--- src/rtl/rsttok_pkg.sv ---
`timescale 1ns / 1ps
`default_nettype none

package rsttok_pkg;

   localparam int DEVICE_NAME_MAX  = 16;
   localparam int COMMAND_NAME_MAX = 15;
   localparam int RESULT_CAP       = 17;
   localparam int TAIL_MAX         = 3;
   localparam int QUEUE_DEPTH      = 4;

   localparam int LA_CNT_W   = $clog2(DEVICE_NAME_MAX + 1);
   localparam int LA_IDX_W   = (DEVICE_NAME_MAX > 1) ? $clog2(DEVICE_NAME_MAX) : 1;
   localparam int CMD_LEN_W  = $clog2(COMMAND_NAME_MAX + 1);
   localparam int POS_W      = $clog2(RESULT_CAP);
   localparam int TAIL_CNT_W = 2;
   localparam int QPTR_W     = (QUEUE_DEPTH > 1) ? $clog2(QUEUE_DEPTH) : 1;
   localparam int QCNT_W     = $clog2(QUEUE_DEPTH + 1);

   localparam logic [7:0] CHAR_NUL  = 8'h00;
   localparam logic [7:0] CHAR_AMP  = 8'h26;
   localparam logic [7:0] CHAR_PIPE = 8'h7C;
   localparam logic [7:0] CHAR_BSL  = 8'h5C;

   typedef enum logic [2:0] {
      TK_DEV_BYTE = 3'd0,
      TK_DEV_END  = 3'd1,
      TK_CMD_BYTE = 3'd2,
      TK_CMD_END  = 3'd3,
      TK_PAR_BYTE = 3'd4,
      TK_PAR_END  = 3'd5,
      TK_REQ_END  = 3'd6
   } token_kind_type;

   typedef enum logic [2:0] {
      PH_LOOK  = 3'b001,
      PH_CMD   = 3'b010,
      PH_PARAM = 3'b100
   } phase_type;

   typedef enum logic [2:0] {
      ESC_NONE = 3'b001,
      ESC_HIGH = 3'b010,
      ESC_LOW  = 3'b100
   } esc_type;

   typedef struct packed {
      token_kind_type kind;
      logic [7:0]     value;
   } token_type;

   // one queue entry: optional lookahead write, a replay of held bytes, then tail tokens
   typedef struct packed {
      logic                           wr_en;
      logic [LA_IDX_W-1:0]            wr_addr;
      logic [7:0]                     wr_data;
      token_kind_type                 rep_kind;
      logic [LA_CNT_W-1:0]            rep_n;
      logic [TAIL_CNT_W-1:0]          tail_n;
      token_type [TAIL_MAX-1:0]       tail;
   } op_type;

   typedef struct packed {
      logic full;
      logic empty;
   } q_status_type;

   function automatic logic [3:0] hex_nibble(input logic [7:0] c);
      logic [7:0] d;
      d = 8'h00;
      if (c inside {[8'h30:8'h39]}) begin
         d = c - 8'h30;
      end else if (c inside {[8'h41:8'h46]}) begin
         d = c - 8'h37;
      end
      return d[3:0];
   endfunction

endpackage

`default_nettype wire

--- src/rtl/rsttok_front.sv ---
`timescale 1ns / 1ps
`default_nettype none

module rsttok_front (
   input  wire logic             clock,
   input  wire logic             reset,
   input  wire logic             accept,
   input  wire logic [7:0]       char_in,
   output rsttok_pkg::op_type    op_out
);

   rsttok_pkg::phase_type                    phase_ff, phase_in;
   logic [rsttok_pkg::LA_CNT_W-1:0]          la_count_ff, la_count_in;
   logic [rsttok_pkg::CMD_LEN_W-1:0]         cmd_len_ff, cmd_len_in;
   rsttok_pkg::esc_type                      esc_ff, esc_in;
   logic [3:0]                               high_ff, high_in;

   rsttok_pkg::op_type                       op;
   logic [rsttok_pkg::CMD_LEN_W-1:0]         cmd_len_use;
   logic                                     do_cmd;
   logic                                     is_sep;
   logic [7:0]                               pend_val;

   always_comb begin
      if (phase_ff == rsttok_pkg::PH_LOOK) begin
         if (int'(la_count_ff) > rsttok_pkg::COMMAND_NAME_MAX) begin
            cmd_len_use = rsttok_pkg::CMD_LEN_W'(rsttok_pkg::COMMAND_NAME_MAX);
         end else begin
            cmd_len_use = rsttok_pkg::CMD_LEN_W'(la_count_ff);
         end
      end else begin
         cmd_len_use = cmd_len_ff;
      end
   end

   assign is_sep   = char_in inside {rsttok_pkg::CHAR_AMP, rsttok_pkg::CHAR_PIPE,
                                     rsttok_pkg::CHAR_NUL};
   assign pend_val = (esc_ff == rsttok_pkg::ESC_LOW) ? {high_ff, 4'h0} : 8'h00;

   always_comb begin
      phase_in    = phase_ff;
      la_count_in = la_count_ff;
      cmd_len_in  = cmd_len_ff;
      esc_in      = esc_ff;
      high_in     = high_ff;
      op          = '0;
      op.rep_kind = rsttok_pkg::TK_CMD_BYTE;
      do_cmd      = 1'b0;

      case (phase_ff)
         rsttok_pkg::PH_LOOK: begin
            if (char_in == rsttok_pkg::CHAR_PIPE) begin
               op.rep_kind       = rsttok_pkg::TK_DEV_BYTE;
               op.rep_n          = la_count_ff;
               op.tail[0].kind   = rsttok_pkg::TK_DEV_END;
               op.tail_n         = rsttok_pkg::TAIL_CNT_W'(1);
               la_count_in       = '0;
               cmd_len_in        = '0;
               phase_in          = rsttok_pkg::PH_CMD;
            end else if (char_in inside {rsttok_pkg::CHAR_NUL, rsttok_pkg::CHAR_AMP} ||
                         int'(la_count_ff) >= rsttok_pkg::DEVICE_NAME_MAX) begin
               // no device: replay held bytes as command, then this char as command
               op.rep_kind = rsttok_pkg::TK_CMD_BYTE;
               op.rep_n    = rsttok_pkg::LA_CNT_W'(cmd_len_use);
               la_count_in = '0;
               do_cmd      = 1'b1;
            end else begin
               op.wr_en    = 1'b1;
               op.wr_addr  = rsttok_pkg::LA_IDX_W'(la_count_ff);
               op.wr_data  = char_in;
               la_count_in = la_count_ff + rsttok_pkg::LA_CNT_W'(1);
            end
         end
         rsttok_pkg::PH_CMD: begin
            do_cmd = 1'b1;
         end
         rsttok_pkg::PH_PARAM: begin
            if (is_sep) begin
               if (esc_ff != rsttok_pkg::ESC_NONE) begin
                  op.tail[0].kind  = rsttok_pkg::TK_PAR_BYTE;
                  op.tail[0].value = pend_val;
                  op.tail[1].kind  = rsttok_pkg::TK_PAR_END;
                  op.tail[2].kind  = rsttok_pkg::TK_REQ_END;
                  op.tail_n        = (char_in == rsttok_pkg::CHAR_NUL) ?
                                     rsttok_pkg::TAIL_CNT_W'(3) : rsttok_pkg::TAIL_CNT_W'(2);
               end else begin
                  op.tail[0].kind  = rsttok_pkg::TK_PAR_END;
                  op.tail[1].kind  = rsttok_pkg::TK_REQ_END;
                  op.tail_n        = (char_in == rsttok_pkg::CHAR_NUL) ?
                                     rsttok_pkg::TAIL_CNT_W'(2) : rsttok_pkg::TAIL_CNT_W'(1);
               end
               esc_in  = rsttok_pkg::ESC_NONE;
               high_in = 4'h0;
               if (char_in == rsttok_pkg::CHAR_PIPE) begin
                  cmd_len_in = '0;
                  phase_in   = rsttok_pkg::PH_CMD;
               end else if (char_in == rsttok_pkg::CHAR_NUL) begin
                  phase_in    = rsttok_pkg::PH_LOOK;
                  la_count_in = '0;
                  cmd_len_in  = '0;
               end
            end else if (esc_ff == rsttok_pkg::ESC_HIGH) begin
               high_in = rsttok_pkg::hex_nibble(char_in);
               esc_in  = rsttok_pkg::ESC_LOW;
            end else if (esc_ff == rsttok_pkg::ESC_LOW) begin
               op.tail[0].kind  = rsttok_pkg::TK_PAR_BYTE;
               op.tail[0].value = {high_ff, rsttok_pkg::hex_nibble(char_in)};
               op.tail_n        = rsttok_pkg::TAIL_CNT_W'(1);
               esc_in           = rsttok_pkg::ESC_NONE;
               high_in          = 4'h0;
            end else if (char_in == rsttok_pkg::CHAR_BSL) begin
               esc_in = rsttok_pkg::ESC_HIGH;
            end else begin
               op.tail[0].kind  = rsttok_pkg::TK_PAR_BYTE;
               op.tail[0].value = char_in;
               op.tail_n        = rsttok_pkg::TAIL_CNT_W'(1);
            end
         end
         default: begin
            phase_in    = rsttok_pkg::PH_LOOK;
            la_count_in = '0;
            cmd_len_in  = '0;
            esc_in      = rsttok_pkg::ESC_NONE;
            high_in     = 4'h0;
         end
      endcase

      if (do_cmd) begin
         phase_in = rsttok_pkg::PH_CMD;
         if (char_in == rsttok_pkg::CHAR_AMP) begin
            op.tail[0].kind = rsttok_pkg::TK_CMD_END;
            op.tail_n       = rsttok_pkg::TAIL_CNT_W'(1);
            cmd_len_in      = '0;
            esc_in          = rsttok_pkg::ESC_NONE;
            high_in         = 4'h0;
            phase_in        = rsttok_pkg::PH_PARAM;
         end else if (char_in == rsttok_pkg::CHAR_PIPE) begin
            op.tail[0].kind = rsttok_pkg::TK_CMD_END;
            op.tail_n       = rsttok_pkg::TAIL_CNT_W'(1);
            cmd_len_in      = '0;
         end else if (char_in == rsttok_pkg::CHAR_NUL) begin
            op.tail[0].kind = rsttok_pkg::TK_CMD_END;
            op.tail[1].kind = rsttok_pkg::TK_REQ_END;
            op.tail_n       = rsttok_pkg::TAIL_CNT_W'(2);
            phase_in        = rsttok_pkg::PH_LOOK;
            la_count_in     = '0;
            cmd_len_in      = '0;
            esc_in          = rsttok_pkg::ESC_NONE;
            high_in         = 4'h0;
         end else if (int'(cmd_len_use) < rsttok_pkg::COMMAND_NAME_MAX) begin
            op.tail[0].kind  = rsttok_pkg::TK_CMD_BYTE;
            op.tail[0].value = char_in;
            op.tail_n        = rsttok_pkg::TAIL_CNT_W'(1);
            cmd_len_in       = cmd_len_use + rsttok_pkg::CMD_LEN_W'(1);
         end else begin
            cmd_len_in = cmd_len_use;
         end
      end
   end

   // per-char result cap
   always_comb begin
      int room;
      op_out = op;
      if (int'(op.rep_n) > rsttok_pkg::RESULT_CAP) begin
         op_out.rep_n = rsttok_pkg::LA_CNT_W'(rsttok_pkg::RESULT_CAP);
      end
      room = rsttok_pkg::RESULT_CAP - int'(op_out.rep_n);
      if (int'(op.tail_n) > room) begin
         op_out.tail_n = rsttok_pkg::TAIL_CNT_W'(room);
      end
   end

   always_ff @(posedge clock) begin
      if (reset) begin
         phase_ff    <= rsttok_pkg::PH_LOOK;
         la_count_ff <= '0;
         cmd_len_ff  <= '0;
         esc_ff      <= rsttok_pkg::ESC_NONE;
         high_ff     <= 4'h0;
      end else if (accept) begin
         phase_ff    <= phase_in;
         la_count_ff <= la_count_in;
         cmd_len_ff  <= cmd_len_in;
         esc_ff      <= esc_in;
         high_ff     <= high_in;
      end
   end

endmodule

`default_nettype wire

--- src/rtl/rsttok_fifo.sv ---
`timescale 1ns / 1ps
`default_nettype none

module rsttok_fifo (
   input  wire logic                clock,
   input  wire logic                reset,
   input  wire logic                push,
   input  rsttok_pkg::op_type       push_op,
   input  wire logic                pop,
   output rsttok_pkg::op_type       head_op,
   output rsttok_pkg::q_status_type status
);

   rsttok_pkg::op_type                  mem_ff [rsttok_pkg::QUEUE_DEPTH];
   logic [rsttok_pkg::QPTR_W-1:0]       wr_ptr_ff, wr_ptr_in;
   logic [rsttok_pkg::QPTR_W-1:0]       rd_ptr_ff, rd_ptr_in;
   logic [rsttok_pkg::QCNT_W-1:0]       count_ff, count_in;

   function automatic logic [rsttok_pkg::QPTR_W-1:0] next_ptr(
      input logic [rsttok_pkg::QPTR_W-1:0] p);
      if (int'(p) == rsttok_pkg::QUEUE_DEPTH - 1) begin
         return '0;
      end
      return p + rsttok_pkg::QPTR_W'(1);
   endfunction

   assign status.full  = (int'(count_ff) == rsttok_pkg::QUEUE_DEPTH);
   assign status.empty = (count_ff == '0);
   assign head_op      = mem_ff[rd_ptr_ff];

   always_comb begin
      wr_ptr_in = push ? next_ptr(wr_ptr_ff) : wr_ptr_ff;
      rd_ptr_in = pop ? next_ptr(rd_ptr_ff) : rd_ptr_ff;
      count_in  = count_ff;
      if (push && !pop) begin
         count_in = count_ff + rsttok_pkg::QCNT_W'(1);
      end else if (pop && !push) begin
         count_in = count_ff - rsttok_pkg::QCNT_W'(1);
      end
   end

   always_ff @(posedge clock) begin
      if (reset) begin
         wr_ptr_ff <= '0;
         rd_ptr_ff <= '0;
         count_ff  <= '0;
      end else begin
         wr_ptr_ff <= wr_ptr_in;
         rd_ptr_ff <= rd_ptr_in;
         count_ff  <= count_in;
      end
   end

   always_ff @(posedge clock) begin
      if (push) begin
         mem_ff[wr_ptr_ff] <= push_op;
      end
   end

endmodule

`default_nettype wire

--- src/rtl/rsttok_back.sv ---
`timescale 1ns / 1ps
`default_nettype none

module rsttok_back (
   input  wire logic              clock,
   input  wire logic              reset,
   input  rsttok_pkg::op_type     op_in,
   input  wire logic              op_valid,
   output logic                   pop,
   output logic                   rsp_tvalid,
   input  wire logic              rsp_tready,
   output logic [7:0]             rsp_tdata,
   output logic [2:0]             rsp_tuser,
   output logic                   rsp_tlast
);

   logic [7:0]                        la_buf_ff [rsttok_pkg::DEVICE_NAME_MAX];
   logic [rsttok_pkg::POS_W-1:0]      pos_ff, pos_in;
   logic                              valid_ff, valid_in;
   rsttok_pkg::token_kind_type        kind_ff, kind_in;
   logic [7:0]                        value_ff, value_in;
   logic                              last_ff, last_in;

   int                                total;
   logic                              adv;
   logic                              emit;
   logic [rsttok_pkg::LA_IDX_W-1:0]   rd_idx;
   logic [rsttok_pkg::TAIL_CNT_W-1:0] tail_idx;
   rsttok_pkg::token_type             tail_tok;

   assign total    = int'(op_in.rep_n) + int'(op_in.tail_n);
   assign adv      = !valid_ff || rsp_tready;
   assign rd_idx   = rsttok_pkg::LA_IDX_W'(pos_ff);
   assign tail_idx = rsttok_pkg::TAIL_CNT_W'(int'(pos_ff) - int'(op_in.rep_n));

   always_comb begin
      case (tail_idx)
         2'd1:    tail_tok = op_in.tail[1];
         2'd2:    tail_tok = op_in.tail[2];
         default: tail_tok = op_in.tail[0];
      endcase
   end

   always_comb begin
      emit = 1'b0;
      pop  = 1'b0;
      if (op_valid) begin
         if (total == 0) begin
            pop = 1'b1;
         end else if (adv) begin
            emit = 1'b1;
            pop  = (int'(pos_ff) == total - 1);
         end
      end

      pos_in = pos_ff;
      if (emit) begin
         pos_in = pop ? '0 : pos_ff + rsttok_pkg::POS_W'(1);
      end

      valid_in = valid_ff;
      kind_in  = kind_ff;
      value_in = value_ff;
      last_in  = last_ff;
      if (emit) begin
         valid_in = 1'b1;
         last_in  = pop;
         if (int'(pos_ff) < int'(op_in.rep_n)) begin
            kind_in  = op_in.rep_kind;
            value_in = la_buf_ff[rd_idx];
         end else begin
            kind_in  = tail_tok.kind;
            value_in = tail_tok.value;
         end
      end else if (rsp_tready) begin
         valid_in = 1'b0;
      end
   end

   always_ff @(posedge clock) begin
      if (reset) begin
         pos_ff   <= '0;
         valid_ff <= 1'b0;
      end else begin
         pos_ff   <= pos_in;
         valid_ff <= valid_in;
      end
   end

   always_ff @(posedge clock) begin
      kind_ff  <= kind_in;
      value_ff <= value_in;
      last_ff  <= last_in;
      if (pop && op_in.wr_en) begin
         la_buf_ff[op_in.wr_addr] <= op_in.wr_data;
      end
   end

   assign rsp_tvalid = valid_ff;
   assign rsp_tdata  = value_ff;
   assign rsp_tuser  = kind_ff;
   assign rsp_tlast  = last_ff;

endmodule

`default_nettype wire

--- src/rtl/request_string_tokenizer.sv ---
// Request string tokenizer.
// req channel: one request character per beat in req_tdata; a NUL ends the request.
// rsp channel: one token per beat; rsp_tuser gives the token kind, rsp_tdata the byte
// (zero for end markers), rsp_tlast marks the last token caused by one character.
// A front end classifies each character and writes one entry into a four-deep queue;
// a back end holds the 16-byte lookahead buffer and plays entries out of an output
// register, one token per cycle while rsp_tready is high or the register is empty.
// The tokens of a character pass through the queue and then the output register.
// Throughput: one character per cycle while each makes at most one token and rsp_tready
// is high; a character that makes several tokens (at most 17, for a device name or a
// lookahead replay) holds the back end until all are out; tokenless ones drain one per cycle.
// req_tready drops only when the queue is full.
// When rsp_tready is low the output register holds its beat; the queue keeps
// taking characters until it fills.
// Reset clears the parse state, the queue and the output valid; the block is then at
// the start of a request.
`timescale 1ns / 1ps
`default_nettype none

module request_string_tokenizer (
   input  wire logic        clock,
   input  wire logic        reset,
   input  wire logic        req_tvalid,
   output logic             req_tready,
   input  wire logic [7:0]  req_tdata,   // [7:0] char_in
   output logic             rsp_tvalid,
   input  wire logic        rsp_tready,
   output logic [7:0]       rsp_tdata,   // [7:0] token_byte
   output logic [2:0]       rsp_tuser,   // [2:0] token_kind
   output logic             rsp_tlast
);

   rsttok_pkg::op_type        front_op;
   rsttok_pkg::op_type        head_op;
   rsttok_pkg::q_status_type  q_status;
   logic                      accept;
   logic                      pop;

   assign req_tready = !q_status.full;
   assign accept     = req_tvalid && req_tready;

   rsttok_front u_front (
      .clock   (clock),
      .reset   (reset),
      .accept  (accept),
      .char_in (req_tdata),
      .op_out  (front_op)
   );

   rsttok_fifo u_fifo (
      .clock   (clock),
      .reset   (reset),
      .push    (accept),
      .push_op (front_op),
      .pop     (pop),
      .head_op (head_op),
      .status  (q_status)
   );

   rsttok_back u_back (
      .clock      (clock),
      .reset      (reset),
      .op_in      (head_op),
      .op_valid   (!q_status.empty),
      .pop        (pop),
      .rsp_tvalid (rsp_tvalid),
      .rsp_tready (rsp_tready),
      .rsp_tdata  (rsp_tdata),
      .rsp_tuser  (rsp_tuser),
      .rsp_tlast  (rsp_tlast)
   );

   a_end_zero: assert property (@(posedge clock) disable iff (reset)
      rsp_tvalid && (rsp_tuser == rsttok_pkg::TK_DEV_END || rsp_tuser == rsttok_pkg::TK_CMD_END ||
                     rsp_tuser == rsttok_pkg::TK_PAR_END || rsp_tuser == rsttok_pkg::TK_REQ_END)
      |-> rsp_tdata == 8'h00)
      else $error("end marker with nonzero byte");

   a_req_end_last: assert property (@(posedge clock) disable iff (reset)
      rsp_tvalid && rsp_tuser == rsttok_pkg::TK_REQ_END |-> rsp_tlast)
      else $error("request end not last token of its beat");

   a_reset_idle: assert property (@(posedge clock)
      reset |=> !rsp_tvalid)
      else $error("output valid after reset");

endmodule

`default_nettype wire

--- config.mk ---
export PLATFORM = sky130hd
export DESIGN_NAME = request_string_tokenizer
export DESIGN_NICKNAME = d
export VERILOG_FILES = /design/src/rtl/rsttok_pkg.sv /design/src/rtl/rsttok_front.sv /design/src/rtl/rsttok_fifo.sv /design/src/rtl/rsttok_back.sv /design/src/rtl/request_string_tokenizer.sv
export SDC_FILE = /design/constraint.sdc
export NUM_CORES = 1
export LEC_CHECK = 0
export BUFFER_PORTS_ARGS = -buffer_cell sky130_fd_sc_hd__buf_2
export CORE_ASPECT_RATIO = 1.25
export CORE_MARGIN = 1.5
export CORE_UTILIZATION = 40
export DETAILED_ROUTE_END_ITERATION = 16
export GPL_ROUTABILITY_DRIVEN = 0
export GPL_TIMING_DRIVEN = 0
export HOLD_SLACK_MARGIN = 0.1
export RECOVER_POWER = 100
export SYNTH_ARGS = -nofsm -noshare
export SYNTH_HDL_FRONTEND = slang
export SYNTH_HIERARCHICAL = 1
export SYNTH_SLANG_ARGS = --single-unit
--- constraint.sdc ---
create_clock -name clock -period 6.6 [get_ports clock]
set_input_delay 0.33 -clock clock [delete_from_list [all_inputs] [get_ports clock]]
set_output_delay 0.33 -clock clock [all_outputs]
set_load 0.005 [all_outputs]
==> impl_metrics.yaml <==
timing:
  finalSetupTns_ns: 0
  tightest_slew_ns: 3.57
  period_minus_slack_ns: 6.03
  setup_violations: 0
  hold_violations: 0
  skew_ns: 0.0105
  finalCritPeriodShare: 0.914
  maxSlewHeadroom: -1.38
  timing.fmax_mhz: 166
  finalMaxSlewViolations: 218
  rsz0062_at_grt: "no"
  hold_slack_ns: 0.131
drt:
  drtPass1Iterations: 5
  drtIter0Drc: 643
  num_vias: 9375
  drc: 0
  antenna_left: 0
  vias_per_cell: 5.44
  routed_wirelength_um: 36700
  wl_per_cell_um: 21.3
status:
  status: "finished, violations left"
  violations: "max-capacitance violations, max-slew violations"
finish:
  final_core_util: 0.453
  postLayoutCellArea_sq_um: 19500
  diodes: 0
  final_cells: 1722
  fillCellCount: 3801
  nets: 1174
  areaGrowthSynthToFinish_pct: 11.9
  drive_gt1_frac: 0.191
placement:
  portBuffers: 24
  placed_cell_area_sq_um: 18500
  dp.cells: 1654
  hpwlAfterDp_um: 24500
floorplanning:
  start_util: 0.405
  fp.dieArea_sq_um: 44800
  ios: 26
  die_h_um: 236
  core_sq_um: 43000
  die_w_um: 190
  rows: 85
clock_tree:
  cts_resized: 0
  root_buffer: "clkbuf_16"
  cts-buffers-inserted: 40
  clkLatencyLatePin_ns: 0.54
  cts_num_sinks: 402
  postCtsSetupRepairBufs: 0
  clk_path_buf_depth: 3
  hold_buffers: 0
  cts_tree: "done"
  clk_pin_slew_worst_paths_ns: 0.06
  htreeDepth: 2
synthesis:
  synth_ff_type: "edfxtp_1"
  synth_area_sq_um: 17400
  ys_types: 78
  synth_warnings: 6
  synth_common_cells: "edfxtp_1 (364), mux4_2 (96), nor2_1 (50)"
  yosys-top-cells-area: "edfxtp_1 (63%), mux4_2 (12%), dfxtp_1 (4.4%)"
  yosysMostFrequentCell: "edfxtp_1"
  async_flop_share: 0
  synth_top_cell_area_share: 0.628
  postSynthCellCount: 1037
  synth_edf_count: 364
  yosys.area.top_type: "edfxtp_1"
  ys_seq_area_frac: 0.672
  avgSynthCellArea_sq_um: 16.8
  synth.ff_latch_count: 402
critical_path:
  crit_fanout: 10
  path_delay_family: "simple AND/OR/NAND/NOR gates"
  critPathSlowestCell: "nor3_1"
  critPathBufInv: 4
  cp_slowest_stage_delay_ns: 1.23
  critical_path_class: "reg2reg"
  cp-start-kind: "flop"
  crit_path_cell_trace: "buf_2 > buf_2 > mux4_2 > ha_1 > fa_1 > inv_1 > ha_1 > xor3_1 > o32a_1 > o221a_1 > a2111oi_4 > a21boi_2 > clkbuf_1 > nor3_1"
  required_ns: 6.74
  critPathArrivalTime_ns: 6.17
  endpoint_kind: "flop"
hold_path:
  hp-class: "in2reg"
power:
  powerDensity_nw_per_um2: 386
  vdd_drop_max_v: 0.000196
  p_leak_nw: 6.31
global_route:
  grt_max_degree: 55
  antenna_found_initial: 0
  grt_pass1_wl_um: 56400
  groute.usage.overall: 0.167
  grt_overflow: 0
  grt_pass1_vias: 9456
flow_run:
  cap_violations: 6
-- routing by layer --
metal / vias up / track usage / wire, um
li1: 4277 / - / -
met1: 4848 / 0.218 / 15500
met2: 193 / 0.287 / 19000
met3: 57 / 0.0208 / 1310
met4: 0 / 0.0570 / 950
met5: - / 0 / 0
-- metrics by stage --
stage               worst slack, ns  total power (W)
global route                  0.241          0.00787
finish                        0.570          0.00751
global placement              0.390          0.00549
floorplan                      1.71          0.00483
detailed placement            0.618          0.00556
CTS                           0.613          0.00766
-- layout make-up --
class | count | area [sq um] | share of cell area
buffer | 71 | 435 | 0.0224
clock buffer | 48 | 1050 | 0.0540
clock inverter | 19 | 121 | 0.00623
inverter | 33 | 124 | 0.00636
multi-input combinational | 549 | 5190 | 0.266
sequential | 402 | 11700 | 0.600
tap | 565 | 707 | 0.0363
timing repair buffer | 35 | 154 | 0.00790
-- cell families (layout without fill, tap and decap cells) --
group           count (synthesis)  count (layout)  share of synthesized area
flops                         402             402                      0.672
simple gates                  222             222                     0.0678
compound gates                145             145                     0.0577
mux                           118             118                      0.138
buf+inv                       104             206                     0.0334
fa+ha+maj                      30              30                     0.0224
xor+xnor                       15              15                    0.00884
other cells                     1              19                   0.000215
-- registers in the layout, summed over array words and instances, names as in the netlist, 4 cells and up, named ones only --
signal	count
u_back/la_buf_ff	128
u_back/pos_ff	5
u_back/rsp_tdata	8
u_fifo/mem_ff	224
u_front/cmd_len_ff	4
u_front/high_ff	4
u_front/la_count_ff	5
-- layout by cell type, fill, tap and decap left out, types with 7 or more instances in the layout --
master / Yosys / layout
nand4_1: 7 / 7
clkbuf_16: 0 / 41
mux2_2: 13 / 9
nor2_1: 50 / 50
a22oi_1: 17 / 17
nor3b_1: 7 / 7
mux4_2: 96 / 96
a211oi_1: 7 / 7
xnor2_1: 9 / 9
edfxtp_1: 364 / 364
inv_1: 32 / 32
nand3_1: 13 / 13
nand2_1: 48 / 48
dfxtp_1: 38 / 38
buf_2: 11 / 26
and3_1: 10 / 10
nor2b_1: 8 / 8
nand2b_1: 12 / 12
or3_1: 8 / 9
clkbuf_1: 25 / 55
a31oi_1: 10 / 10
conb_1: 1 / 19
o21a_1: 8 / 8
nor3_1: 17 / 14
o21ai_0: 29 / 31
and2_0: 0 / 12
nor4_1: 7 / 7
mux2i_1: 8 / 8
buf_4: 22 / 21
clkinv_1: 1 / 10
ha_1: 28 / 28
a21oi_1: 31 / 31
-- report_power, final --
part,leakage (nW),switching (W),total (W),internal [W]
clock network,0.571,0.000907,0.00208,0.00117
registers,3.63,0.0000844,0.00326,0.00318
logic,2.12,0.00131,0.00217,0.000858
-- worst reg2reg max path, cell delays in order (launching register included) --
cell and delay [ns]:
dfxtp_1 0.35, buf_2 0.29, buf_2 0.39, mux4_2 0.41
ha_1 0.23, fa_1 0.46, inv_1 0.07, ha_1 0.25
xor3_1 0.45, o32a_1 0.18, o221a_1 0.27, a2111oi_4 0.51
a21boi_2 0.23, clkbuf_1 0.28, nor3_1 1.23
-- path summary, 6_finish.rpt --
path	start	endpoint	slack (ns)	cells past startpoint
max	flop	u_back/la_buf_ff[1][6]$_DFFE_PP_	0.57	14
min	reset	u_fifo/count_ff[0]$_SDFFE_PP0P_	0.13	2
max reg2reg	flop	u_back/la_buf_ff[1][6]$_DFFE_PP_	0.57	14
min reg2reg	u_front/cmd_len_ff[0]$_SDFFE_PP0P_	u_front/cmd_len_ff[0]$_SDFFE_PP0P_	0.46	2
Note: power is estimated with default switching activity, not from simulation.
